===== src/design/assert_macros.svh =====
// Assertion macros used by the console line store back end
`ifndef ASSERT_MACROS_SVH
`define ASSERT_MACROS_SVH

`ifndef SYNTHESIS
// Check a condition on every clock edge outside reset
`define TCLS_ASSERT(lbl, clk, rstn, prop, msg) \
  lbl: assert property (@(posedge clk) disable iff (!rstn) prop) else $error(msg);
// Check that a trigger is followed by a condition on the next edge
`define TCLS_ASSERT_NEXT(lbl, clk, rstn, ante, cons, msg) \
  lbl: assert property (@(posedge clk) disable iff (!rstn) ante |=> cons) else $error(msg);
`else
`define TCLS_ASSERT(lbl, clk, rstn, prop, msg)
`define TCLS_ASSERT_NEXT(lbl, clk, rstn, ante, cons, msg)
`endif

`endif


===== src/design/tcls_pkg.sv =====
// Shared constants, codes and types of the console line store
package tcls_pkg;

  localparam int LINE_COLUMNS     = 78;
  localparam int SCROLLBACK_LINES = 400;
  localparam int CELLS            = LINE_COLUMNS * SCROLLBACK_LINES;

  localparam int KIND_W = 3;
  localparam int CHAR_W = 8;
  localparam int LINE_W = 9;
  localparam int COL_W  = 7;
  localparam int SLOT_W = $clog2(SCROLLBACK_LINES);
  localparam int ADDR_W = $clog2(CELLS);

  localparam int TAB_SPACES = 4;
  localparam int REP_W      = $clog2(TAB_SPACES);

  localparam int QDEPTH = 2;
  localparam int QPTR_W = $clog2(QDEPTH);

  localparam logic [CHAR_W-1:0] CH_BS    = 8'd8;
  localparam logic [CHAR_W-1:0] CH_TAB   = 8'd9;
  localparam logic [CHAR_W-1:0] CH_NL    = 8'd10;
  localparam logic [CHAR_W-1:0] CH_FF    = 8'd12;
  localparam logic [CHAR_W-1:0] CH_SPACE = 8'd32;

  // Command classes handed from front to back
  localparam logic [2:0] CMD_PUT     = 3'd0;
  localparam logic [2:0] CMD_TAB     = 3'd1;
  localparam logic [2:0] CMD_NEWLINE = 3'd2;
  localparam logic [2:0] CMD_CLEAR   = 3'd3;
  localparam logic [2:0] CMD_ERASE   = 3'd4;
  localparam logic [2:0] CMD_IGNORE  = 3'd5;
  localparam logic [2:0] CMD_READ    = 3'd6;

  // Result event kinds
  localparam logic [KIND_W-1:0] EV_WRITTEN = 3'd0;
  localparam logic [KIND_W-1:0] EV_STARTED = 3'd1;
  localparam logic [KIND_W-1:0] EV_DROPPED = 3'd2;
  localparam logic [KIND_W-1:0] EV_CLEARED = 3'd3;
  localparam logic [KIND_W-1:0] EV_ERASED  = 3'd4;
  localparam logic [KIND_W-1:0] EV_IGNORED = 3'd5;
  localparam logic [KIND_W-1:0] EV_READ    = 3'd6;

  typedef struct packed {
    logic [2:0]        op;
    logic [CHAR_W-1:0] ch;
    logic [LINE_W-1:0] line;
    logic [COL_W-1:0]  col;
  } cmd_t;

  typedef struct packed {
    logic [KIND_W-1:0] kind;
    logic [LINE_W-1:0] line_index;
    logic [COL_W-1:0]  column;
    logic [CHAR_W-1:0] char_out;
    logic [LINE_W-1:0] line_count;
    logic              last;
  } res_t;

endpackage


===== src/design/tcls_front.sv =====
// Front end: classifies incoming words and queues them for the back end
module tcls_front (
  input  logic                        clk,
  input  logic                        rst_n,
  input  logic                        in_valid,
  output logic                        in_stall,
  input  logic                        in_opcode,
  input  logic [tcls_pkg::CHAR_W-1:0] in_char_in,
  input  logic [tcls_pkg::LINE_W-1:0] in_read_line,
  input  logic [tcls_pkg::COL_W-1:0]  in_read_col,
  output logic                        cmd_valid,
  output tcls_pkg::cmd_t              cmd,
  input  logic                        cmd_pop
);
  import tcls_pkg::*;

  cmd_t              cls;
  cmd_t              q_r [QDEPTH];
  logic [QPTR_W-1:0] wr_ptr_r, rd_ptr_r;
  logic [QPTR_W:0]   count_r, count_nxt;
  logic              push, pop;

  always_comb begin
    cls.ch   = in_char_in;
    cls.line = in_read_line;
    cls.col  = in_read_col;
    if (in_opcode) begin
      cls.op = CMD_READ;
    end else begin
      unique case (in_char_in)
        CH_NL:   cls.op = CMD_NEWLINE;
        CH_FF:   cls.op = CMD_CLEAR;
        CH_BS:   cls.op = CMD_ERASE;
        CH_TAB:  cls.op = CMD_TAB;
        default: cls.op = (in_char_in < CH_SPACE) ? CMD_IGNORE : CMD_PUT;
      endcase
    end
  end

  assign in_stall  = (count_r == (QPTR_W+1)'(QDEPTH));
  assign cmd_valid = (count_r != '0);
  assign cmd       = q_r[rd_ptr_r];
  assign push      = in_valid && !in_stall;
  assign pop       = cmd_pop && cmd_valid;

  always_comb begin
    count_nxt = count_r;
    if (push && !pop) begin
      count_nxt = count_r + 1'b1;
    end else if (pop && !push) begin
      count_nxt = count_r - 1'b1;
    end
  end

  always_ff @(posedge clk) begin
    if (push) begin
      q_r[wr_ptr_r] <= cls;
    end
  end

  always_ff @(posedge clk) begin
    if (!rst_n) begin
      wr_ptr_r <= '0;
      rd_ptr_r <= '0;
      count_r  <= '0;
    end else begin
      if (push) begin
        wr_ptr_r <= wr_ptr_r + 1'b1;
      end
      if (pop) begin
        rd_ptr_r <= rd_ptr_r + 1'b1;
      end
      count_r <= count_nxt;
    end
  end

endmodule


===== config.mk =====
export PLATFORM = sky130hd
export DESIGN_NAME = tcls_front
export DESIGN_NICKNAME = d
export VERILOG_FILES = /design/src/design/assert_macros.svh /design/src/design/tcls_pkg.sv /design/src/design/tcls_front.sv
export SDC_FILE = /design/constraint.sdc
export NUM_CORES = 1
export LEC_CHECK = 0
export ABC_AREA = 1
export ABC_CLOCK_PERIOD_IN_PS = 5700
export BUFFER_PORTS_ARGS = -buffer_cell sky130_fd_sc_hd__buf_2
export CAP_MARGIN = 20
export CORE_MARGIN = 2
export CORE_UTILIZATION = 45
export DETAILED_ROUTE_END_ITERATION = 8
export PLACE_DENSITY = 0.69
export SLEW_MARGIN = 0
export SYNTH_ARGS = -nofsm -noshare
export SYNTH_HDL_FRONTEND = slang
export SYNTH_SLANG_ARGS = --single-unit

===== constraint.sdc =====
create_clock -name clk -period 5.7 [get_ports clk]
set_input_delay 0.57 -clock clk [delete_from_list [all_inputs] [get_ports clk]]
set_output_delay 0.57 -clock clk [all_outputs]
set_load 0.05 [all_outputs]

-- Word-level counts from Yosys, hierarchy flattened
Memory sizes are Yosys's and may differ from the RTL's. A register that Yosys moved wholly into a read port is not among the register bits.
Cells that the tools add are included.
- logic and storage cells: 32
- output and inout port bits: 29
- register bits: 4
- input bits: 29
- bits in writable memories: 54
- memories: 1
- memories (name ; depth ; width ; rd ports ; clocked after Yosys merged registers in ; write ports ; line ; source):
    q_r ; 2 ; 27 ; 1 ; 1 ; 1 ; tcls_front.sv:18 ; cmd_t q_r [QDEPTH];
- $lt $le $gt $ge: 1
- add/subtract/negate cells: 4
- reductions and logical operators: 9
- equality and inequality tests: 5
- muxes and demuxes: 9
- operators by type and width (operator ; count):
    $eq A8 B4 Y1 const B ; 4
    $pmux W3 S4 ; 1
    $lt A8 B6 Y1 const B ; 1
    $mux W3 ; 2
    $logic_and A1 B1 Y1 ; 4
    $mux W1 ; 4
    $mux W2 ; 2
    $reduce_bool A2 Y1 ; 2
    $logic_not A1 Y1 ; 3
    $add A1 B1 Y1 const B ; 2
    $add A2 B1 Y2 const B ; 1
    $eq A2 B2 Y1 const B ; 1
    $sub A2 B1 Y2 const B ; 1

-- Logic depth before layout (Yosys ltp)
Gate-level depths: netlist of run 1.
- depth in word-level cells: 7
- mapped depth: 9
- depth with buffers taken out: 9

-- Worst setup path after synthesis of run 1
OpenSTA, ideal clock, no wires.
- path kind: input to register
- start: input in_valid
- end: memory q_r[1][0] (netlist name) (enable)
- data required time: 5288 ps
- cell stages on the path: 2
- arrival: 1809 ps
- slack: 3479 ps
- buffers on the path: 0
- setup time: 412 ps
- path through: o21ai_2 nor2_1
- word-level cells in the longest chain between the ends: 3
- RTL lines (element ; line ; source):
    start: declaration ; tcls_front.sv:5 ; input logic in_valid,
    $logic_and A1 B1 Y1 ; tcls_front.sv:43 ; assign push = in_valid && !in_stall;
    $mux W1 ; tcls_front.sv:56 ; if (push) begin
    $mux W1 (implied by the code) ; tcls_front.sv:57 ; q_r[wr_ptr_r] <= cls;
    end: declaration ; tcls_front.sv:18 ;
No other way between the ends.

==> results of run 1 <==
[layout make-up]
| class | instances | area (um2) | area share |
|---|---|---|---|
| inverters | 14 | 52.6 | 0.0175 |
| flip-flops and latches | 59 | 1720 | 0.575 |
| clock inverters | 6 | 104 | 0.0346 |
| well taps | 70 | 87.6 | 0.0292 |
| repair buffers | 59 | 300 | 0.100 |
| multi-input cells | 75 | 603 | 0.201 |
| clock buffers | 10 | 128 | 0.0426 |
[critical path, stage by stage, from the launching register on]
cell                      delay (ns)
sky130_fd_sc_hd__dfxtp_2        0.89
sky130_fd_sc_hd__mux2_2         0.42
sky130_fd_sc_hd__buf_2          0.21
[worst paths after layout]
| path | start | to | slack [ns] | depth (start not counted) |
|---|---|---|---|---|
| worst min-delay path | in_read_line[6] | q_r[0][13]$_DFFE_PP_ | 0.43 | 1 |
| worst max register to register | count_r[1]$_SDFFE_PN0P_ | q_r[0][11]$_DFFE_PP_ | 3.94 | 4 |
| worst min register to register | rd_ptr_r$_SDFFE_PN0P_ | flop | 0.51 | 2 |
| worst max-delay path | flop | cmd[24] | 3.28 | 2 |
[cell usage in the layout (no fill, tap or decap), types with 3 or more instances in the layout]
master | Yosys | routed
sky130_fd_sc_hd__buf_2 | 0 | 57
sky130_fd_sc_hd__edfxtp_1 | 54 | 54
sky130_fd_sc_hd__mux2_4 | 20 | 20
sky130_fd_sc_hd__nand2_1 | 19 | 19
sky130_fd_sc_hd__inv_1 | 13 | 13
sky130_fd_sc_hd__nor2_1 | 15 | 13
sky130_fd_sc_hd__clkbuf_8 | 0 | 9
sky130_fd_sc_hd__mux2_2 | 7 | 7
sky130_fd_sc_hd__dfxtp_1 | 5 | 4
sky130_fd_sc_hd__a21oi_1 | 3 | 3
sky130_fd_sc_hd__nor2_2 | 1 | 3
sky130_fd_sc_hd__bufinv_16 | 0 | 3
[layer usage]
layer  track usage  part of all wire  vias up
met4         0.107             0.033        0
met1         0.145              0.44      631
met2         0.210              0.47       41
met3        0.0465             0.059       12
met5             0                 0        -
li1              -                 -      671
[report_power, final]
group | switching, W | internal, W | leakage [nW] | total [W]
registers | 0.0000443 | 0.000549 | 0.546 | 0.000593
logic | 0.000330 | 0.000154 | 0.574 | 0.000484
clock network | 0.000152 | 0.000287 | 0.118 | 0.000440
[stage by stage]
stage / hold WS (ns) / setup WS, ns
2_1_floorplan: 0.469 / 3.48
3_3_place_gp: 0.476 / 3.62
3_5_place_dp: 0.496 / 3.60
4_1_cts: 0.405 / 3.24
5_1_grt: 0.398 / 3.19
6_report: 0.425 / 3.28
[state kept, by name, summed over array words and instances, names as in the netlist, named ones only]
| register | cells |
|---|---|
| rd_ptr_r | 1 |
| wr_ptr_r | 1 |
| q_r | 54 |
| count_r | 2 |
[cell usage after synthesis]
library cell                n  share of area
sky130_fd_sc_hd__nand2_1   19          0.029
sky130_fd_sc_hd__buf_6      1         0.0046
sky130_fd_sc_hd__inv_2      1         0.0015
sky130_fd_sc_hd__edfxtp_1  54           0.67
sky130_fd_sc_hd__buf_12     2          0.017
sky130_fd_sc_hd__nand4_1    1         0.0026
sky130_fd_sc_hd__mux2_2     7          0.033
sky130_fd_sc_hd__nand3_1    2         0.0041
sky130_fd_sc_hd__o21ai_0    2         0.0041
sky130_fd_sc_hd__inv_1     13          0.020
sky130_fd_sc_hd__nor2_1    15          0.023
sky130_fd_sc_hd__a21oi_1    3         0.0062
sky130_fd_sc_hd__nor2_2     1         0.0026
sky130_fd_sc_hd__or2_1      1         0.0026
sky130_fd_sc_hd__nand3b_1   1         0.0031
sky130_fd_sc_hd__dfxtp_1    5          0.041
sky130_fd_sc_hd__o21ai_2    2         0.0072
sky130_fd_sc_hd__mux2_4    20           0.12
sky130_fd_sc_hd__ha_1       1         0.0052
[kinds of logic after synthesis]
| logic type | Yosys count | synth area share |
|---|---|---|
| fa+ha+maj | 1 | 0.00516 |
| mux | 27 | 0.156 |
| simple gates | 40 | 0.0676 |
| compound gates | 7 | 0.0176 |
| flops | 59 | 0.710 |
| buf+inv | 17 | 0.0428 |
==> reports/results.md, run 1 <==
Status
- outcome: finished, final reports clean

Clocking
- Root Driver: sky130_fd_sc_hd__clkbuf_8
- number of buffers inserted for hold repair after clock tree synthesis: 0
- clock insertion delay at the later pin of the skew report: 0.33 ns
- level count of the clock H-tree: 3
- CTS buffer count: 9
- Longest Clk Path Bufs: 2
- TritonCTS clock tree: done
- clock slew at reported path FFs: 0.06 ns
- Post CTS Setup Buffer Count: 0
- post-cts repair resize count: 0
- total number of clock tree sinks: 59

Critical path
- CP Class: reg2out
- critical path arrival: 1.85 ns
- CP startpoint kind: flop
- crit-path max FO: 27
- worst path required time: 5.13 ns
- CP Capture Type: output pin

Drt
- # DRC: 0
- First-pass DRT Iterations: 4
- routed via count divided by cell count: 4.62
- vias after detailed routing: 1355
- wire length reported by the detailed router: 3740 um
- wire length per cell: 12.8 um
- number of antenna-violating nets in the routed design: 0
- violation count after the first detailed-routing iteration: 57

Cells and area
- layout net count: 248
- finished layout cell area: 0.00300 mm2
- diode insertion count for antenna repair: 0
- share of final-layout standard cells stronger than drive strength 1: 0.480
- fin cells: 293
- number of fill cells in the layout: 448
- synthesis-to-finish area growth: 23.7%
- final design utilization: 0.583

Place
- final weighted congestion of routability-driven global placement: 0.714
- Placed Instances: 277
- placement-stage cell area: 0.00277 mm2
- count of input and output buffers: 57
- hpwl dp: 2490 um

Synthesis
- count of yosys warnings during synthesis: 0
- mean instance size in the synthesized netlist: 16.1 um2
- distinct cell type count of the synthesized netlist: 19
- number of standard cells after synthesis: 151
- cell area after synthesis: 0.00242 mm2
- number of synthesized register bits: 59
- Seq/Total Area, Yosys: 0.710
- net count of the mapped netlist: 181

Timing
- Fin. Hold Viols: 0
- actual transition at the worst max-transition pin: 0.855 ns
- Achievable Freq: 413 MHz
- worst-case clock skew: 0.00535 ns
- final worst path period share: 0.425
- TNS Setup: 0 ns
- Period minus WS final: 2.42 ns
- RSZ-0062 raised after global routing: false
- setup violation total in the final timing report: 0
- relative max-transition margin: 0.430
- total count of max-transition violations in the final report: 0

Hold path
- worst hold path class: in2reg

Global routing
- first-pass GRT wire length: 5750 um
- overflow left after global routing: 0
- via count of the first global-routing pass: 1271
- pin count of the biggest net entering global routing: 29
- GRT Util Overall: 0.133
- initial antenna violation count: 0

Floorplan
- starting density of the core: 0.472
- CORE AREA: 0.00514 mm2
- IO Count: 58
- overall die height: 77.4 um
- horizontal extent of the die: 77.4 um
- Die Area: 0.00599 mm2
- Core Rows: 26

Pwr
- power density of the placed cells: 506 mW/mm2
- worst-case vdd ir drop: 429 uV
- total chip power: 0.00152 W
- static leakage: 1.24 nW

Job
- # Max-Cap Violations: 0

(Power assumes the default switching activity.)
==> inputs of run 2 (changes only) <==
--- a/config.mk
+++ b/config.mk
@@ -6,7 +6,7 @@
 export NUM_CORES = 1
 export LEC_CHECK = 0
 export ABC_AREA = 1
-export ABC_CLOCK_PERIOD_IN_PS = 5700
+export ABC_CLOCK_PERIOD_IN_PS = 2400
 export BUFFER_PORTS_ARGS = -buffer_cell sky130_fd_sc_hd__buf_2
 export CAP_MARGIN = 20
 export CORE_MARGIN = 2
==> constraint.sdc (replaced) <==
create_clock -name clk -period 2.4 [get_ports clk]
set_input_delay 0.24 -clock clk [delete_from_list [all_inputs] [get_ports clk]]
set_output_delay 0.24 -clock clk [all_outputs]
set_load 0.05 [all_outputs]
==> reports/results.md, run 2 (synthesis gave the netlist of run 1 again) <==
Status
- outcome: finished, final reports clean

Cells and area
- finished layout cell area: 0.00297 mm2, -1.1%
- register ranked first by flip-flop count: q_r
- commonest cells after routing, fill and taps aside: sky130_fd_sc_hd__buf_2, sky130_fd_sc_hd__edfxtp_1, sky130_fd_sc_hd__mux2_4
- layout net count: 251, +1.2%
- registers with the most flip-flops: q_r x54, count_r x2
- number of fill cells in the layout: 442, -1.3%
- synthesis-to-finish area growth: 22.4%
- diode insertion count for antenna repair: 0, unchanged
- most common cell after layout, fill and taps aside: sky130_fd_sc_hd__buf_2
- share of final-layout standard cells stronger than drive strength 1: 0.482, +0.00248
- number of flip-flops under the largest register name: 54, unchanged

Timing
- final worst path period share: 0.785
- worst-case clock skew: 0.00448 ns, -0.000868 ns
- Achievable Freq: 531 MHz
- Fin. Hold Viols: 0, unchanged
- RSZ-0062 raised after global routing: false
- Period minus WS final: 1.88 ns
- Min Hold Slack: 0.0988 ns, -0.327 ns
- actual transition at the worst max-transition pin: 0.307 ns, -0.548 ns
- total count of max-transition violations in the final report: 0, unchanged
- setup violation total in the final timing report: 0, unchanged
- TNS Setup: 0 ns, unchanged
- relative max-transition margin: 0.795, +0.365

Critical path
- crit-path max FO: 18, -33%
- critical path arrival: 1.64 ns, -0.21 ns
- CP Capture Type: output pin
- CP Class: reg2out
- CP startpoint kind: flop
- worst path required time: 2.16 ns, -2.97 ns

Drt
- routed via count divided by cell count: 4.61, -0.21%
- First-pass DRT Iterations: 4, unchanged
- wire length reported by the detailed router: 3800 um, +1.6%
- # DRC: 0, unchanged
- WL met2: 1880 um, +7.5%
- routed wire length on met3: 195 um, -11%
- met1 wire length: 1650 um, -0.42%
- number of antenna-violating nets in the routed design: 0, unchanged
- Max Used Layer: met4
- wire length per cell: 12.8 um, +0.57%
- vias after detailed routing: 1366, +0.81%
- violation count after the first detailed-routing iteration: 52, -8.8%

Global routing
- initial antenna violation count: 0, unchanged
- overflow left after global routing: 0, unchanged
- first-pass GRT wire length: 6140 um, +6.9%
- GRT Util Overall: 0.140, +0.00724
- pin count of the biggest net entering global routing: 19, -34%
- via count of the first global-routing pass: 1398, +10%

Place
- placement-stage cell area: 0.00280 mm2, +1.3%
- count of input and output buffers: 57, unchanged
- hpwl dp: 2640 um, +6.0%
- final weighted congestion of routability-driven global placement: 0.691, -3.3%

Job
- # Max-Cap Violations: 0, unchanged

Floorplan
- Die Area: 0.00599 mm2, unchanged
- IO Count: 58, unchanged
- overall die height: 77.4 um, unchanged
- starting density of the core: 0.472, unchanged
- horizontal extent of the die: 77.4 um, unchanged
- Core Rows: 26, unchanged
- CORE AREA: 0.00514 mm2, unchanged

Pwr
- static leakage: 1.23 nW, -0.94%
- worst-case vdd ir drop: 618 uV, +44%
- power density of the placed cells: 1120 mW/mm2, +120%

Clocking
- TritonCTS clock tree: done
- Post CTS Setup Buffer Count: 0, unchanged
- clock insertion delay at the later pin of the skew report: 0.32 ns, about the same
- number of buffers inserted for hold repair after clock tree synthesis: 0, unchanged
- total number of clock tree sinks: 59, unchanged
- level count of the clock H-tree: 3, unchanged
- CTS buffer count: 9, unchanged
- clock slew at reported path FFs: 0.06 ns, about the same
- Root Driver: sky130_fd_sc_hd__clkbuf_8
- post-cts repair resize count: 0, unchanged
- Longest Clk Path Bufs: 2, unchanged

Hold path
- worst hold path class: in2reg

## run 2: cell types whose count changed in the layout (fill, tap and decap cells not counted)
cell,change
sky130_fd_sc_hd__clkinv_2,+1
sky130_fd_sc_hd__buf_12,+1
sky130_fd_sc_hd__buf_4,+2
sky130_fd_sc_hd__clkinv_1,-1
sky130_fd_sc_hd__clkbuf_1,+2
sky130_fd_sc_hd__bufinv_16,-3
sky130_fd_sc_hd__clkbuf_8,+1
## run 2: power breakdown
part           switching [W]  total (W)  internal [W]  leakage [nW]
combinational       0.000832    0.00122      0.000388         0.593
sequential         0.0000632    0.00137       0.00130         0.546
clock               0.000347   0.000745      0.000398        0.0872
total                0.00124    0.00333       0.00209          1.23
## run 2: final timing paths
kind	startpoint	to	slack (ns)	depth (start not counted)
setup / recovery	flop	cmd[25]	0.52	3
hold / removal	in_read_line[5]	q_r[0][12]$_DFFE_PP_	0.1	1
setup reg to reg	count_r[1]$_SDFFE_PN0P_	count_r[1]$_SDFFE_PN0P_	0.96	9
hold reg to reg	rd_ptr_r$_SDFFE_PN0P_	rd_ptr_r$_SDFFE_PN0P_	0.50	2
## run 2: worst max-delay path: stages (launching register included)
cell and delay (ns):
sky130_fd_sc_hd__dfxtp_2 0.51, sky130_fd_sc_hd__buf_12 0.22, sky130_fd_sc_hd__mux2_2 0.36, sky130_fd_sc_hd__buf_2 0.21
## run 2: routing by layer
layer,up-vias,track usage
li1,681,-
met1,638,0.156
met2,39,0.233
met3,8,0.0547
met4,0,0.0750
met5,-,0
## run 2: stage by stage
step                utilization  total power [W]  std cells  setup WS [ns]
floorplan                     -          0.00240        151          0.340
global placement          0.545          0.00261        280          0.864
CTS                       0.577          0.00338        296          0.473
detailed placement        0.545          0.00263        280          0.851
finish                    0.577          0.00333        296          0.516
global route              0.577          0.00348        296          0.454
## run 2: final cells by class
cell class / instances / area (um2) / share of cell area
Inverter: 14 / 52.6 / 0.0177
Clock buffer: 13 / 149 / 0.0502
Clock inverter: 3 / 15.0 / 0.00506
Timing Repair Buffer: 62 / 335 / 0.113
Multi-Input combinational cell: 75 / 603 / 0.203
Sequential cell: 59 / 1720 / 0.581
Tap cell: 70 / 87.6 / 0.0295
==> inputs of run 3 (changes only) <==
--- a/config.mk
+++ b/config.mk
@@ -5,14 +5,14 @@
 export SDC_FILE = /design/constraint.sdc
 export NUM_CORES = 1
 export LEC_CHECK = 0
-export ABC_AREA = 1
-export ABC_CLOCK_PERIOD_IN_PS = 2400
+export ABC_AREA = 0
+export ABC_CLOCK_PERIOD_IN_PS = 1700
 export BUFFER_PORTS_ARGS = -buffer_cell sky130_fd_sc_hd__buf_2
 export CAP_MARGIN = 20
 export CORE_MARGIN = 2
 export CORE_UTILIZATION = 45
 export DETAILED_ROUTE_END_ITERATION = 8
-export PLACE_DENSITY = 0.69
+export PLACE_DENSITY = 0.72
 export SLEW_MARGIN = 0
 export SYNTH_ARGS = -nofsm -noshare
 export SYNTH_HDL_FRONTEND = slang
==> constraint.sdc (replaced) <==
create_clock -name clk -period 1.7 [get_ports clk]
set_input_delay 0.17 -clock clk [delete_from_list [all_inputs] [get_ports clk]]
set_output_delay 0.17 -clock clk [all_outputs]
set_load 0.05 [all_outputs]
==> reports/results.md, run 3 <==
Hold path
- number of cells on the worst hold path: 1, unchanged
- worst hold path class: in2reg
- end point of the most critical hold path: q_r[0][15]$_DFFE_PP_
- beginning of the worst hold path: in_read_line[8]

Drt
- # DRC: 0, unchanged
- number of antenna-violating nets in the routed design: 0, unchanged
- wire length per cell: 15.0 um, +17%
- wire length reported by the detailed router: 3930 um, +3.4%
- violation count after the first detailed-routing iteration: 64, +23%
- vias after detailed routing: 1274, -6.7%
- routed via count divided by cell count: 4.86, +5.4%
- First-pass DRT Iterations: 4, unchanged

Status
- outcome: finished, final reports clean

Synthesis
- main combinational cell family by area after synthesis: multiplexers
- dominant cells by area after synthesis: sky130_fd_sc_hd__edfxtp_1, sky130_fd_sc_hd__mux2_1, sky130_fd_sc_hd__dfxtp_1
- Post-Synth Simple-Gate Area: 0.0465, -0.0211
- post-synth top area cell: sky130_fd_sc_hd__edfxtp_1
- adder and majority gate portion of the synthesized area: 0.00553, +0.000371
- Seq/Total Area, Yosys: 0.761, +0.0511
- share of synthesized flip-flops with an asynchronous set or reset: 0, unchanged
- Post-synth top flop: sky130_fd_sc_hd__edfxtp_1
- number of standard cells after synthesis: 121, -20%
- area fraction in compound gates after synthesis: 0.0243, +0.00680
- net count of the mapped netlist: 151, -17%
- mux cell area share after synthesis: 0.134, -0.0220
- number of synthesized register bits: 59, unchanged
- Post-synth EDFFs: 54, unchanged
- xor and xnor fraction of the mapped netlist area: 0.0155, +0.0155
- cell area after synthesis: 0.00226 mm2, -6.7%
- count of yosys warnings during synthesis: 0, unchanged
- distinct cell type count of the synthesized netlist: 28, +9
- cell with the most instances after synthesis: sky130_fd_sc_hd__edfxtp_1
- share of the synthesized area in the top cell type: 0.717, +0.0481
- mean instance size in the synthesized netlist: 18.7 um2, +16%
- top post-synthesis cells by count: sky130_fd_sc_hd__edfxtp_1, sky130_fd_sc_hd__mux2_1, sky130_fd_sc_hd__mux2_2, sky130_fd_sc_hd__dfxtp_1, sky130_fd_sc_hd__nor3_1

Clocking
- Root Driver: sky130_fd_sc_hd__clkbuf_8
- number of buffers inserted for hold repair after clock tree synthesis: 0, unchanged
- post-cts repair resize count: 0, unchanged
- CTS buffer count: 9, unchanged
- clock insertion delay at the later pin of the skew report: 0.31 ns, about the same
- Post CTS Setup Buffer Count: 0, unchanged
- total number of clock tree sinks: 59, unchanged
- level count of the clock H-tree: 3, unchanged
- clock slew at reported path FFs: 0.07 ns, about the same
- TritonCTS clock tree: done
- Longest Clk Path Bufs: 2, unchanged

Critical path
- CP startpoint kind: flop
- delay of the slowest cell on the worst path: 0.37 ns, -0.14 ns
- critical path arrival: 1.44 ns, -0.20 ns
- start of the worst register-to-register path: count_r[1]$_SDFFE_PN0P_
- setup slack on the worst flop-to-flop path: 0.12 ns, -0.84 ns
- Crit Reg-Reg Endpoint: count_r[1]$_SDFFE_PN0P_
- cell depth of the worst flop-to-flop path: 6, -3
- library cell contributing the largest single delay on the critical path: sky130_fd_sc_hd__mux2_2
- crit-path max FO: 13, -5
- cells along the critical path: buf_4, mux2_2, buf_2
- worst path required time: 1.53 ns, -0.63 ns
- CP Class: reg2out
- CP Capture Type: output pin

Global routing
- overflow left after global routing: 0, unchanged
- initial antenna violation count: 0, unchanged
- via count of the first global-routing pass: 1322, -5.4%
- GRT Util Overall: 0.150, +0.00961
- pin count of the biggest net entering global routing: 28, +9
- first-pass GRT wire length: 6000 um, -2.2%

Floorplan
- CORE AREA: 0.00479 mm2, -6.9%
- horizontal extent of the die: 74.9 um, -3.2%
- Core Rows: 25, -3.8%
- starting density of the core: 0.472, +0.000899
- Die Area: 0.00561 mm2, -6.4%
- IO Count: 58, unchanged
- overall die height: 74.9 um, -3.2%

Pwr
- static leakage: 1.11 nW, -9.4%
- power density of the placed cells: 1750 mW/mm2, +55%
- worst-case vdd ir drop: 1340 uV, +120%

Place
- Placed Instances: 246, -12%
- hpwl dp: 2630 um, -0.40%
- count of input and output buffers: 57, unchanged
- final weighted congestion of routability-driven global placement: 0.798, +15%

Cells and area
- number of flip-flops under the largest register name: 54, unchanged
- layout net count: 220, -12%
- number of fill cells in the layout: 386, -13%
- most common cell after layout, fill and taps aside: sky130_fd_sc_hd__buf_2
- diode insertion count for antenna repair: 0, unchanged
- register ranked first by flip-flop count: q_r
- commonest cells after routing, fill and taps aside: sky130_fd_sc_hd__buf_2, sky130_fd_sc_hd__edfxtp_1, sky130_fd_sc_hd__mux2_1
- share of final-layout standard cells stronger than drive strength 1: 0.456, -0.0259
- fin cells: 262, -11%
- registers with the most flip-flops: q_r x54, count_r x2
- synthesis-to-finish area growth: 27.9%

Job
- # Max-Cap Violations: 0, unchanged

Timing
- Period minus WS final: 1.61 ns
- Fin. Hold Viols: 0, unchanged
- final worst path period share: 0.945
- total count of max-transition violations in the final report: 0, unchanged
- TNS Setup: 0 ns, unchanged
- relative max-transition margin: 0.808, +0.0130
- worst-case clock skew: 0.00742 ns, +0.00294 ns
- setup violation total in the final timing report: 0, unchanged
- Achievable Freq: 623 MHz
- RSZ-0062 raised after global routing: true
- actual transition at the worst max-transition pin: 0.286 ns, -0.0217 ns

==> run 3: cell types whose count changed after synthesis, moves of 3 or more <==
| cell | delta |
|---|---|
| sky130_fd_sc_hd__and2_1 | +3 |
| sky130_fd_sc_hd__mux2_4 | -20 |
| sky130_fd_sc_hd__inv_1 | -12 |
| sky130_fd_sc_hd__mux2_1 | +20 |
| sky130_fd_sc_hd__nand2b_1 | +3 |
| sky130_fd_sc_hd__nand2_1 | -19 |
| sky130_fd_sc_hd__nor2_1 | -13 |
| sky130_fd_sc_hd__nor3_1 | +4 |
==> run 3: kinds of logic (layout without fill, tap and decap cells) <==
| family | count (synthesis) | count (layout) |
|---|---|---|
| flip-flops | 59 | 59 |
| XOR/XNOR | 4 | 4 |
| AND/OR/NAND/NOR | 17 | 17 |
| adder cells (fa/ha/maj) | 1 | 1 |
| buffers and inverters | 5 | 79 |
| AO/OA/AOI/OAI | 8 | 8 |
| multiplexers | 27 | 27 |
==> run 3: how the worst max path moves through the flow <==
stage / from / slack (ns) / cells after the start / endpoint
5_1_grt: flop / -0.007 / 3 / cmd[11]
3_5_place_dp: count_r[1]$_SDFFE_PN0P_ / 0.15 / 6 / count_r[1]$_SDFFE_PN0P_
4_1_cts: flop / 0.06 / 3 / cmd[11]
2_1_floorplan: count_r[0]$_SDFFE_PN0P_ / -0.01 / 3 / q_r[0][0]$_DFFE_PP_
6_report: flop / 0.09 / 3 / cmd[25]
3_3_place_gp: count_r[0]$_SDFFE_PN0P_ / 0.27 / 6 / count_r[1]$_SDFFE_PN0P_
==> run 3: stage by stage <==
stage / hold slack, ns / area, um2 / power [W] / utilization / setup slack (ns)
floorplan: 0.269 / 2280 / 0.00335 / - / -0.0105
global placement: 0.359 / 2690 / 0.00372 / 0.561 / 0.269
detailed placement: 0.361 / 2690 / 0.00378 / 0.561 / 0.150
CTS: 0.0224 / 2890 / 0.00511 / 0.604 / 0.0564
global route: 0.0157 / 2890 / 0.00529 / 0.604 / -0.00680
finish: 0.0402 / 2890 / 0.00505 / 0.604 / 0.0937
==> run 3: critical path, delay by kind of cell (launching register included) <==
kind / cells / cell delay [ns]
buffers and inverters: 2 / 0.42
flip-flops: 1 / 0.33
multiplexers: 1 / 0.37
==> run 3: cell type report <==
type                       instances  area, um2  area share
inverter                           2       12.5     0.00433
sequential                        59       1720       0.596
clock inverter                     6       80.1      0.0277
clock buffer                      10        128      0.0441
multi-input combinational         57        526       0.182
timing repair buffer              61        340       0.118
tap                               67       83.8      0.0290
==> run 3: per-layer routing <==
layer | up-vias | part of all wire | global-route usage | wire, um
met5 | - | 0 | 0 | 0
met4 | 0 | 0.0020 | 0.0476 | 8
met3 | 2 | 0.050 | 0.0629 | 197
met2 | 34 | 0.56 | 0.267 | 2180
met1 | 636 | 0.39 | 0.162 | 1540
li1 | 602 | - | - | -
==> run 3: where the power goes <==
group          switching (W)  internal, W
clock               0.000497     0.000815
sequential         0.0000824      0.00183
combinational        0.00129     0.000530
total                0.00187      0.00318
